**config.mk**
```make
export PLATFORM = sky130hd
export DESIGN_NAME = crc_checked_frame_parser_flat
export DESIGN_NICKNAME = d
export VERILOG_FILES = /design/src/design/crcfp_pkg.sv /design/src/design/crcfp_in_if.sv /design/src/design/crcfp_out_if.sv /design/src/design/crc_checked_frame_parser.sv /design/src/flat_wrapper.sv
export SDC_FILE = /design/constraint.sdc
export NUM_CORES = 1
export LEC_CHECK = 0
export ABC_CLOCK_PERIOD_IN_PS = 5000
export BUFFER_PORTS_ARGS = -buffer_cell sky130_fd_sc_hd__buf_2
export CORE_MARGIN = 2
export CORE_UTILIZATION = 40
export CTS_CLUSTER_DIAMETER = 50
export CTS_CLUSTER_SIZE = 10
export DETAILED_ROUTE_END_ITERATION = 8
export GPL_ROUTABILITY_DRIVEN = 0
export GPL_TIMING_DRIVEN = 0
export PLACE_DENSITY_LB_ADDON = 0.12
export SYNTH_ARGS = -nofsm -noshare
export SYNTH_HDL_FRONTEND = slang
export SYNTH_SLANG_ARGS = --single-unit
```
**constraint.sdc**
```tcl
create_clock -name clk_i -period 5 [get_ports clk_i]
set_input_delay 0.25 -clock clk_i [delete_from_list [all_inputs] [get_ports clk_i]]
set_output_delay 0.25 -clock clk_i [all_outputs]
set_load 0.1 [all_outputs]
```
**src/design/crcfp_pkg.sv**
```systemverilog
// Shared types, constants and helper functions of the CRC-checked frame parser.
package crcfp_pkg;

  localparam int unsigned COUNTER_WIDTH_DEF = 32;
  localparam int unsigned BYTE_W            = 8;
  localparam int unsigned LEN_W             = 20;
  localparam int unsigned CRC_W             = 16;
  localparam int unsigned DIGIT_CNT_W       = 3;
  localparam int unsigned NUM_COUNTERS      = 4;

  localparam logic [DIGIT_CNT_W-1:0] MAX_LEN_DIGITS = 3'd6;
  localparam logic [DIGIT_CNT_W-1:0] CRC_DIGITS     = 3'd4;

  localparam logic [CRC_W-1:0] CRC_INIT = 16'hFFFF;
  localparam logic [CRC_W-1:0] CRC_POLY = 16'h1021;
  localparam logic [LEN_W-1:0] MAX_PAYLOAD_RST = 20'd1024;

  localparam logic [BYTE_W-1:0] CHAR_DOLLAR = 8'h24;
  localparam logic [BYTE_W-1:0] CHAR_COMMA  = 8'h2C;
  localparam logic [BYTE_W-1:0] CHAR_0      = 8'h30;
  localparam logic [BYTE_W-1:0] CHAR_9      = 8'h39;
  localparam logic [BYTE_W-1:0] CHAR_UC_A   = 8'h41;
  localparam logic [BYTE_W-1:0] CHAR_UC_F   = 8'h46;
  localparam logic [BYTE_W-1:0] CHAR_LC_A   = 8'h61;
  localparam logic [BYTE_W-1:0] CHAR_LC_F   = 8'h66;

  localparam int unsigned CNT_RESYNC   = 0;
  localparam int unsigned CNT_OVERFLOW = 1;
  localparam int unsigned CNT_GOOD     = 2;
  localparam int unsigned CNT_BAD      = 3;

  typedef enum logic [1:0] {
    PH_IDLE,
    PH_LEN,
    PH_CRC,
    PH_PAY
  } phase_e;

  typedef enum logic [1:0] {
    ST_NONE,
    ST_OK,
    ST_CRC_ERR,
    ST_OVERFLOW
  } status_e;

  typedef struct packed {
    logic       valid;
    logic [3:0] value;
  } hex_t;

  function automatic hex_t hex_decode(logic [BYTE_W-1:0] b);
    hex_t h;
    h.valid = 1'b0;
    h.value = b[3:0];
    case (b) inside
      [CHAR_0:CHAR_9]: begin
        h.valid = 1'b1;
      end
      [CHAR_UC_A:CHAR_UC_F], [CHAR_LC_A:CHAR_LC_F]: begin
        h.valid = 1'b1;
        h.value = b[3:0] + 4'd9;
      end
      default: begin
        h.valid = 1'b0;
      end
    endcase
    return h;
  endfunction

  function automatic logic [CRC_W-1:0] crc_byte(logic [CRC_W-1:0] crc_in,
                                                logic [BYTE_W-1:0] b);
    logic [CRC_W-1:0] c;
    c = crc_in ^ {b, 8'h00};
    for (int i = 0; i < BYTE_W; i++) begin
      if (c[CRC_W-1]) begin
        c = {c[CRC_W-2:0], 1'b0} ^ CRC_POLY;
      end else begin
        c = {c[CRC_W-2:0], 1'b0};
      end
    end
    return c;
  endfunction

endpackage

```
**src/design/crcfp_in_if.sv**
```systemverilog
// Received-byte stream channel with valid/ready handshake.
interface crcfp_in_if;
  logic                          valid;
  logic                          ready;
  logic [crcfp_pkg::BYTE_W-1:0]  rx_byte;

  modport source (output valid, output rx_byte, input ready);
  modport sink   (input valid, input rx_byte, output ready);
endinterface

```
**src/design/crcfp_out_if.sv**
```systemverilog
// Parser result channel with valid/ready handshake.
interface crcfp_out_if #(
  parameter int unsigned COUNTER_WIDTH = crcfp_pkg::COUNTER_WIDTH_DEF
);
  logic                          valid;
  logic                          ready;
  logic [1:0]                    status;
  logic                          payload_valid;
  logic [crcfp_pkg::BYTE_W-1:0]  payload_byte;
  logic [COUNTER_WIDTH-1:0]      resync_count;
  logic [COUNTER_WIDTH-1:0]      overflow_count;
  logic [COUNTER_WIDTH-1:0]      good_frame_count;
  logic [COUNTER_WIDTH-1:0]      bad_crc_count;

  modport source (
    output valid, output status, output payload_valid, output payload_byte,
    output resync_count, output overflow_count, output good_frame_count,
    output bad_crc_count, input ready
  );
  modport sink (
    input valid, input status, input payload_valid, input payload_byte,
    input resync_count, input overflow_count, input good_frame_count,
    input bad_crc_count, output ready
  );
endinterface

```
**src/design/crc_checked_frame_parser.sv**
```systemverilog
// Byte-serial parser for '$' len ',' crc ',' payload frames with CRC-16 check.
//
// Usage:
//   rx_i carries one received byte per transaction. Frames have the form
//   '$', 1 to 6 decimal length digits, ',', 4 hex CRC digits, ',', payload.
//   res_o returns exactly one result transaction per accepted byte: status
//   (0 none, 1 ok, 2 crc error, 3 length overflow), the payload byte passed
//   through when payload_valid is set, and four wrapping event counters.
//   cfg_we_i/cfg_wdata_i write max_payload (reset 1024); write only while idle.
// Timing and throughput:
//   A result is registered and appears in the cycle after its byte is accepted.
//   One byte per cycle is sustained while res_o.ready is high; parse state, the
//   8-bit CRC update and decimal accumulate resolve combinationally between registers.
// Reset:
//   Parser returns to idle, running CRC to 0xFFFF, counters to zero,
//   max_payload to 1024. No clearing pass.
// Stall:
//   A result waits in the output register; rx_i.ready drops while it is held
//   and rises in the same cycle res_o.ready takes it.
module crc_checked_frame_parser #(
  parameter int unsigned COUNTER_WIDTH = crcfp_pkg::COUNTER_WIDTH_DEF
) (
  input  logic                         clk_i,
  input  logic                         rst_ni,
  input  logic                         cfg_we_i,
  input  logic [crcfp_pkg::LEN_W-1:0]  cfg_wdata_i,
  crcfp_in_if.sink                     rx_i,
  crcfp_out_if.source                  res_o
);

  localparam int unsigned LW = crcfp_pkg::LEN_W;
  localparam int unsigned CW = crcfp_pkg::CRC_W;
  localparam int unsigned DW = crcfp_pkg::DIGIT_CNT_W;
  localparam int unsigned NC = crcfp_pkg::NUM_COUNTERS;

  logic [LW-1:0]            max_payload_q;

  crcfp_pkg::phase_e        phase_q, phase_d;
  logic [LW-1:0]            len_q, len_d;
  logic [DW-1:0]            len_digits_q, len_digits_d;
  logic [CW-1:0]            exp_crc_q, exp_crc_d;
  logic [DW-1:0]            crc_digits_q, crc_digits_d;
  logic [LW-1:0]            seen_q, seen_d;
  logic [CW-1:0]            crc_q, crc_d;
  logic [COUNTER_WIDTH-1:0] cnt_q [NC];

  logic                     out_valid_q;
  crcfp_pkg::status_e       status_q, status_d;
  logic                     pvalid_q, pvalid_d;
  logic [7:0]               pbyte_q, pbyte_d;

  logic                     accept;
  logic [7:0]               b;
  logic                     is_digit, is_dollar, is_comma;
  crcfp_pkg::hex_t          hex;
  logic [LW-1:0]            len_mul;
  logic                     len_over;
  logic [LW-1:0]            seen_inc;
  logic                     frame_done;
  logic [CW-1:0]            crc_next;
  logic [NC-1:0]            ev;
  logic                     clear;

  assign accept     = rx_i.valid && rx_i.ready;
  assign rx_i.ready = !out_valid_q || res_o.ready;

  assign b          = rx_i.rx_byte;
  assign is_digit   = (b >= crcfp_pkg::CHAR_0) && (b <= crcfp_pkg::CHAR_9);
  assign is_dollar  = (b == crcfp_pkg::CHAR_DOLLAR);
  assign is_comma   = (b == crcfp_pkg::CHAR_COMMA);
  assign hex        = crcfp_pkg::hex_decode(b);
  assign len_mul    = {len_q[LW-4:0], 3'b000} + {len_q[LW-2:0], 1'b0} + LW'(b[3:0]);
  assign len_over   = len_q > max_payload_q;
  assign seen_inc   = seen_q + LW'(1);
  assign frame_done = seen_inc >= len_q;
  assign crc_next   = crcfp_pkg::crc_byte(crc_q, b);

  always_comb begin
    phase_d = phase_q;
    unique case (phase_q)
      crcfp_pkg::PH_IDLE: begin
        if (is_dollar) phase_d = crcfp_pkg::PH_LEN;
      end
      crcfp_pkg::PH_LEN: begin
        if (is_digit) begin
          if (len_digits_q >= crcfp_pkg::MAX_LEN_DIGITS) phase_d = crcfp_pkg::PH_IDLE;
        end else if (is_comma && len_digits_q != '0) begin
          phase_d = len_over ? crcfp_pkg::PH_IDLE : crcfp_pkg::PH_CRC;
        end else if (!is_dollar) begin
          phase_d = crcfp_pkg::PH_IDLE;
        end
      end
      crcfp_pkg::PH_CRC: begin
        if (hex.valid) begin
          if (crc_digits_q >= crcfp_pkg::CRC_DIGITS) phase_d = crcfp_pkg::PH_IDLE;
        end else if (is_comma && crc_digits_q == crcfp_pkg::CRC_DIGITS) begin
          phase_d = (len_q == '0) ? crcfp_pkg::PH_IDLE : crcfp_pkg::PH_PAY;
        end else begin
          phase_d = crcfp_pkg::PH_IDLE;
        end
      end
      crcfp_pkg::PH_PAY: begin
        if (frame_done) phase_d = crcfp_pkg::PH_IDLE;
      end
    endcase
  end

  always_comb begin
    len_d        = len_q;
    len_digits_d = len_digits_q;
    exp_crc_d    = exp_crc_q;
    crc_digits_d = crc_digits_q;
    seen_d       = seen_q;
    crc_d        = crc_q;
    status_d     = crcfp_pkg::ST_NONE;
    pvalid_d     = 1'b0;
    pbyte_d      = '0;
    ev           = '0;
    clear        = 1'b0;
    unique case (phase_q)
      crcfp_pkg::PH_IDLE: begin
        clear = is_dollar;
      end
      crcfp_pkg::PH_LEN: begin
        if (is_digit) begin
          if (len_digits_q >= crcfp_pkg::MAX_LEN_DIGITS) begin
            ev[crcfp_pkg::CNT_RESYNC] = 1'b1;
            clear = 1'b1;
          end else begin
            len_d        = len_mul;
            len_digits_d = len_digits_q + DW'(1);
          end
        end else if (is_comma && len_digits_q != '0) begin
          if (len_over) begin
            ev[crcfp_pkg::CNT_OVERFLOW] = 1'b1;
            status_d = crcfp_pkg::ST_OVERFLOW;
            clear    = 1'b1;
          end
        end else if (is_dollar) begin
          ev[crcfp_pkg::CNT_RESYNC] = 1'b1;
          len_d        = '0;
          len_digits_d = '0;
        end else begin
          ev[crcfp_pkg::CNT_RESYNC] = 1'b1;
          clear = 1'b1;
        end
      end
      crcfp_pkg::PH_CRC: begin
        if (hex.valid) begin
          if (crc_digits_q >= crcfp_pkg::CRC_DIGITS) begin
            ev[crcfp_pkg::CNT_RESYNC] = 1'b1;
            clear = 1'b1;
          end else begin
            exp_crc_d    = {exp_crc_q[CW-5:0], hex.value};
            crc_digits_d = crc_digits_q + DW'(1);
          end
        end else if (is_comma && crc_digits_q == crcfp_pkg::CRC_DIGITS) begin
          if (len_q == '0) begin
            clear = 1'b1;
            if (crc_q == exp_crc_q) begin
              ev[crcfp_pkg::CNT_GOOD] = 1'b1;
              status_d = crcfp_pkg::ST_OK;
            end else begin
              ev[crcfp_pkg::CNT_BAD] = 1'b1;
              status_d = crcfp_pkg::ST_CRC_ERR;
            end
          end
        end else begin
          ev[crcfp_pkg::CNT_RESYNC] = 1'b1;
          clear = 1'b1;
        end
      end
      crcfp_pkg::PH_PAY: begin
        pvalid_d = 1'b1;
        pbyte_d  = b;
        crc_d    = crc_next;
        seen_d   = seen_inc;
        if (frame_done) begin
          clear = 1'b1;
          if (crc_next == exp_crc_q) begin
            ev[crcfp_pkg::CNT_GOOD] = 1'b1;
            status_d = crcfp_pkg::ST_OK;
          end else begin
            ev[crcfp_pkg::CNT_BAD] = 1'b1;
            status_d = crcfp_pkg::ST_CRC_ERR;
          end
        end
      end
    endcase
    if (clear) begin
      len_d        = '0;
      len_digits_d = '0;
      exp_crc_d    = '0;
      crc_digits_d = '0;
      seen_d       = '0;
      crc_d        = crcfp_pkg::CRC_INIT;
    end
  end

  always_ff @(posedge clk_i or negedge rst_ni) begin
    if (!rst_ni) begin
      max_payload_q <= crcfp_pkg::MAX_PAYLOAD_RST;
    end else if (cfg_we_i) begin
      max_payload_q <= cfg_wdata_i;
    end
  end

  always_ff @(posedge clk_i or negedge rst_ni) begin
    if (!rst_ni) begin
      phase_q      <= crcfp_pkg::PH_IDLE;
      len_q        <= '0;
      len_digits_q <= '0;
      exp_crc_q    <= '0;
      crc_digits_q <= '0;
      seen_q       <= '0;
      crc_q        <= crcfp_pkg::CRC_INIT;
      for (int i = 0; i < NC; i++) cnt_q[i] <= '0;
    end else if (accept) begin
      phase_q      <= phase_d;
      len_q        <= len_d;
      len_digits_q <= len_digits_d;
      exp_crc_q    <= exp_crc_d;
      crc_digits_q <= crc_digits_d;
      seen_q       <= seen_d;
      crc_q        <= crc_d;
      for (int i = 0; i < NC; i++) cnt_q[i] <= cnt_q[i] + COUNTER_WIDTH'(ev[i]);
    end
  end

  always_ff @(posedge clk_i or negedge rst_ni) begin
    if (!rst_ni) begin
      out_valid_q <= 1'b0;
    end else if (accept) begin
      out_valid_q <= 1'b1;
    end else if (res_o.ready) begin
      out_valid_q <= 1'b0;
    end
  end

  always_ff @(posedge clk_i) begin
    if (accept) begin
      status_q <= status_d;
      pvalid_q <= pvalid_d;
      pbyte_q  <= pbyte_d;
    end
  end

  assign res_o.valid            = out_valid_q;
  assign res_o.status           = status_q;
  assign res_o.payload_valid    = pvalid_q;
  assign res_o.payload_byte     = pbyte_q;
  assign res_o.resync_count     = cnt_q[crcfp_pkg::CNT_RESYNC];
  assign res_o.overflow_count   = cnt_q[crcfp_pkg::CNT_OVERFLOW];
  assign res_o.good_frame_count = cnt_q[crcfp_pkg::CNT_GOOD];
  assign res_o.bad_crc_count    = cnt_q[crcfp_pkg::CNT_BAD];

  a_one_event: assert property (@(posedge clk_i) disable iff (!rst_ni)
    accept |-> $onehot0(ev))
    else $error("more than one event counter bumped by one byte");

  a_pay_len_nonzero: assert property (@(posedge clk_i) disable iff (!rst_ni)
    phase_q == crcfp_pkg::PH_PAY |-> len_q != '0)
    else $error("payload phase entered with zero length");

  a_digit_bounds: assert property (@(posedge clk_i) disable iff (!rst_ni)
    len_digits_q <= crcfp_pkg::MAX_LEN_DIGITS && crc_digits_q <= crcfp_pkg::CRC_DIGITS)
    else $error("digit count out of range");

  a_verdict_idle: assert property (@(posedge clk_i) disable iff (!rst_ni)
    (accept && status_d != crcfp_pkg::ST_NONE) |=> phase_q == crcfp_pkg::PH_IDLE)
    else $error("frame verdict did not return parser to idle");

endmodule
```
**src/flat_wrapper.sv**
```systemverilog
// flat-port wrapper written by rule: the top's interface ports become plain ports
module crc_checked_frame_parser_flat 
#(
  parameter int unsigned COUNTER_WIDTH = crcfp_pkg::COUNTER_WIDTH_DEF
)
  (clk_i, rst_ni, cfg_we_i, cfg_wdata_i, rx_i_valid, rx_i_rx_byte, rx_i_ready, res_o_valid, res_o_status, res_o_payload_valid, res_o_payload_byte, res_o_resync_count, res_o_overflow_count, res_o_good_frame_count, res_o_bad_crc_count, res_o_ready);
  crcfp_in_if rx_i_i ();
  crcfp_out_if #(.COUNTER_WIDTH(COUNTER_WIDTH)) res_o_i ();
  input  logic clk_i;
  input  logic rst_ni;
  input  logic cfg_we_i;
  input  logic [crcfp_pkg::LEN_W-1:0] cfg_wdata_i;
  input wire logic [$bits(rx_i_i.valid)-1:0] rx_i_valid;
  input wire logic [$bits(rx_i_i.rx_byte)-1:0] rx_i_rx_byte;
  output wire logic [$bits(rx_i_i.ready)-1:0] rx_i_ready;
  output wire logic [$bits(res_o_i.valid)-1:0] res_o_valid;
  output wire logic [$bits(res_o_i.status)-1:0] res_o_status;
  output wire logic [$bits(res_o_i.payload_valid)-1:0] res_o_payload_valid;
  output wire logic [$bits(res_o_i.payload_byte)-1:0] res_o_payload_byte;
  output wire logic [$bits(res_o_i.resync_count)-1:0] res_o_resync_count;
  output wire logic [$bits(res_o_i.overflow_count)-1:0] res_o_overflow_count;
  output wire logic [$bits(res_o_i.good_frame_count)-1:0] res_o_good_frame_count;
  output wire logic [$bits(res_o_i.bad_crc_count)-1:0] res_o_bad_crc_count;
  input wire logic [$bits(res_o_i.ready)-1:0] res_o_ready;
  assign rx_i_i.valid = rx_i_valid;
  assign rx_i_i.rx_byte = rx_i_rx_byte;
  assign rx_i_ready = rx_i_i.ready;
  assign res_o_valid = res_o_i.valid;
  assign res_o_status = res_o_i.status;
  assign res_o_payload_valid = res_o_i.payload_valid;
  assign res_o_payload_byte = res_o_i.payload_byte;
  assign res_o_resync_count = res_o_i.resync_count;
  assign res_o_overflow_count = res_o_i.overflow_count;
  assign res_o_good_frame_count = res_o_i.good_frame_count;
  assign res_o_bad_crc_count = res_o_i.bad_crc_count;
  assign res_o_i.ready = res_o_ready;
  crc_checked_frame_parser #(.COUNTER_WIDTH(COUNTER_WIDTH)) u_core (.clk_i(clk_i), .rst_ni(rst_ni), .cfg_we_i(cfg_we_i), .cfg_wdata_i(cfg_wdata_i), .rx_i(rx_i_i), .res_o(res_o_i));
endmodule
```
==> reports/metrics.cfg <==
[power_and_ir_drop]
clkPwrFrac_pct=45.1
pwr-share-comb_pct=16.3
p_int_mw=3.88
p_leak_nw=7.92
totalPowerFinal_mw=5.45
p_per_area_nw_per_um2=329
p_switching_mw=1.58
p_seq_share_pct=38.6
switching_share_pct=28.9
irDropWorstVdd_v=0.000223

[detailed_routing]
wirelength_mm=34.6
avgRoutedWirePerCell_um=16.7
dr.pass1.iters=5
drc_errors=0
vias_per_cell=5.20
num_vias=10800
ant_nets=0
drt_iter0_markers=577

[sta]
fin_skew_ps=15.6
hold_slack_ps=30.3
drv_slew=0
hold_violations=0
fin_crit_sh_pct=95.2
min_period_ps=4760
timing.fmax_mhz=210
setup_tns_ps=0
setup_violations=0
worst_pin_slew_ps=1220
maxSlewHeadroom_pct=18.8
worst_slack_ps=239

[clock_tree]
clk_pin_slew_ps=50
htreeDepth=2
cts.path.max_buffers=3
cts_root_buffer=clkbuf_16
cts_tree=yes
cts_buffers=35
clkLatencyLatePin_ps=510
cts.sinks=240

[global_routing]
grt_pass1_vias=10500
antenna_found_initial=0
grt_max_degree=104
grt_pass1_wl_mm=56.8
grt_usage_pct=19.8
overflow=0

[setup_path]
crit_fanout=10
start_kind=register
path_class=reg2reg
critPathRequiredTime_ps=5380
timing.rr.start=u_core.seen_q[0]$_DFFE_PN0P_
arrival_ps=5140
crit_start=u_core.seen_q[0]$_DFFE_PN0P_
endpoint_kind=register

[logic_synthesis]
ys_types=63
yosysTopAreaCell=dfrtp_1
syn_inst=1360
ys_ff_latch=240
yosysWarnings=0
synthesis.area_um2=13400
ys.flop_type=dfrtp_1
synth-async-reset-ratio_pct=95.4
synth-edff-count=11
syn_avg_cell_area_um2=9.89
synth_top_area_share_pct=39.5
synth_area_leaders=dfrtp_1, xnor2_1, ha_1
ys_seq_area_share_pct=45.2
synth_nets=1491

[place]
dp.final_hpwl_mm=25.4
dp_slack_ps=-990
dp.cells=1982
post_dp_cell_area_um2=14900
place.port_buffers=172

[finish]
final_nets=1731
area_growth_pct=23.1
stdcell_count=2071
fin_util_pct=49.7
drive_gt1_share_pct=18.2
postLayoutCellArea_um2=16600
antenna_cells=0

[floorplanning]
die_x_um=187
core-area_um2=33300
ios=174
start_util_pct=40.4
rows=67
fp.dieH_um=187
die-area_um2=35100

[run]
drv_cap=0

[outcome]
status=finished, final reports clean

[worst_hold_path]
min-delay-path-class=in2reg
hp-start=cfg_wdata_i[7]

==> cells in the final DEF (no fill, tap or decap), types with 33 or more instances in the layout <==
master	n
clkbuf_16	36
nand4_1	35
nand2_1	183
xnor2_1	149
buf_2	175
clkbuf_1	33
dfrtp_1	208
nand3_1	53
o21ai_0	40
inv_1	88
nor2_1	57
a21oi_1	48
ha_1	95
xor2_1	58
==> layout make-up <==
class                           count  area, um^2
Buffer                             30         118
Clock buffer                       51        1020
Clock inverter                      9         145
Fill cell                        3134       16700
Inverter                           89         334
Multi-Input combinational cell    999        7080
Sequential cell                   240        6090
Tap cell                          448         561
Timing Repair Buffer              205        1210
==> worst max-delay path, stage by stage (launching register included) <==
cell       delay [ps]
dfrtp_2           420
ha_4              180
nand3_2           160
nor2_4            200
nand3_4           130
or4_4             590
xnor2_1           300
ha_1              330
and4_1            230
a221oi_2          360
o221ai_4          160
buf_4             180
a2111oi_4         440
o21ai_1           280
buf_2             290
o32ai_1           380
==> registers in the layout, summed over array words and instances (netlist names) <==
name	flops
u_core.res_o.status	2
u_core.len_digits_q	3
u_core.crc_q	16
u_core.res_o.resync_count	32
u_core.len_q	20
u_core.crc_digits_q	3
u_core.seen_q	20
u_core.exp_crc_q	16
u_core.phase_q	2
u_core.max_payload_q	20
u_core.res_o.bad_crc_count	32
u_core.res_o.valid	1
u_core.res_o.overflow_count	32
u_core.res_o.good_frame_count	32
u_core.res_o.payload_byte	8
u_core.res_o.payload_valid	1
==> cell usage after synthesis, types with 6 or more instances <==
| cell type | count |
|---|---|
| a21oi_1 | 48 |
| xnor2_1 | 149 |
| and4_1 | 16 |
| a21o_1 | 9 |
| nor3_1 | 28 |
| o21ai_0 | 40 |
| nand2b_1 | 6 |
| nor2_1 | 60 |
| ha_1 | 96 |
| edfxtp_1 | 11 |
| o22a_1 | 7 |
| o21a_1 | 7 |
| dfstp_2 | 17 |
| nand4_1 | 35 |
| clkbuf_1 | 26 |
| o211ai_1 | 12 |
| xor2_1 | 58 |
| nand3_1 | 58 |
| a2bb2oi_1 | 10 |
| and3_1 | 28 |
| inv_1 | 88 |
| nor4_1 | 18 |
| dfrtp_1 | 212 |
| nand2_1 | 183 |
| o22ai_1 | 28 |
| and2_1 | 14 |
==> layer usage <==
metal | share of wire, % | global-route usage, % | vias to the layer above
li1 | - | - | 5253
met1 | 49 | 28.6 | 5258
met2 | 44 | 30.8 | 211
met3 | 4.5 | 3.30 | 47
met4 | 1.9 | 4.98 | 0
met5 | 0 | 0 | -
==> power by group through the flow <==
stage	clock network, mW	logic [mW]	registers, mW
after floorplan	0	0.469	2.24
after global placement	0	0.826	2.13
after detailed placement	0	0.840	2.13
after CTS	2.53	0.874	2.10
after global routing	2.60	0.980	2.11
final	2.46	0.888	2.10
==> worst paths after layout <==
kind / to / slack (ps) / cells after the start
max: u_core.len_q[14]$_DFFE_PN0P_ / 240 / 15
min: u_core.max_payload_q[7]$_DFFE_PN0P_ / 30 / 3
max reg2reg: u_core.len_q[14]$_DFFE_PN0P_ / 240 / 15
min reg2reg: u_core.res_o.good_frame_count[31]$_DFFE_PN0P_ / 460 / 1
max in group asynchronous: u_core.crc_q[9]$_DFFE_PN1P_ / 3470 / 4
min in group asynchronous: u_core.res_o.resync_count[24]$_DFFE_PN0P_ / 220 / 2
==> timing repair <==
| item | in CTS | in global routing |
|---|---|---|
| gates resized for setup | 20 | 15 |
| hold buffers | 20 | 0 |
| pin swaps | 3 | 10 |
| hold endpoints to repair | 65 | 0 |
| buffers inserted | 1 | 10 |
| endpoints found under the setup margin | 122 | 90 |
==> cells by family (layout without fill, tap and decap cells) <==
| group | after synthesis | in the layout | synth area share, % |
|---|---|---|---|
| AO/OA/AOI/OAI | 217 | 217 | 10.9 |
| XOR/XNOR | 209 | 209 | 13.8 |
| multiplexers | 7 | 7 | 0.549 |
| flip-flops | 240 | 240 | 45.2 |
| AND/OR/NAND/NOR | 468 | 468 | 16.9 |
| buffers and inverters | 121 | 384 | 3.41 |
| adder cells (fa/ha/maj) | 98 | 98 | 9.23 |
No activity file was read; power rests on OpenSTA's default activity.
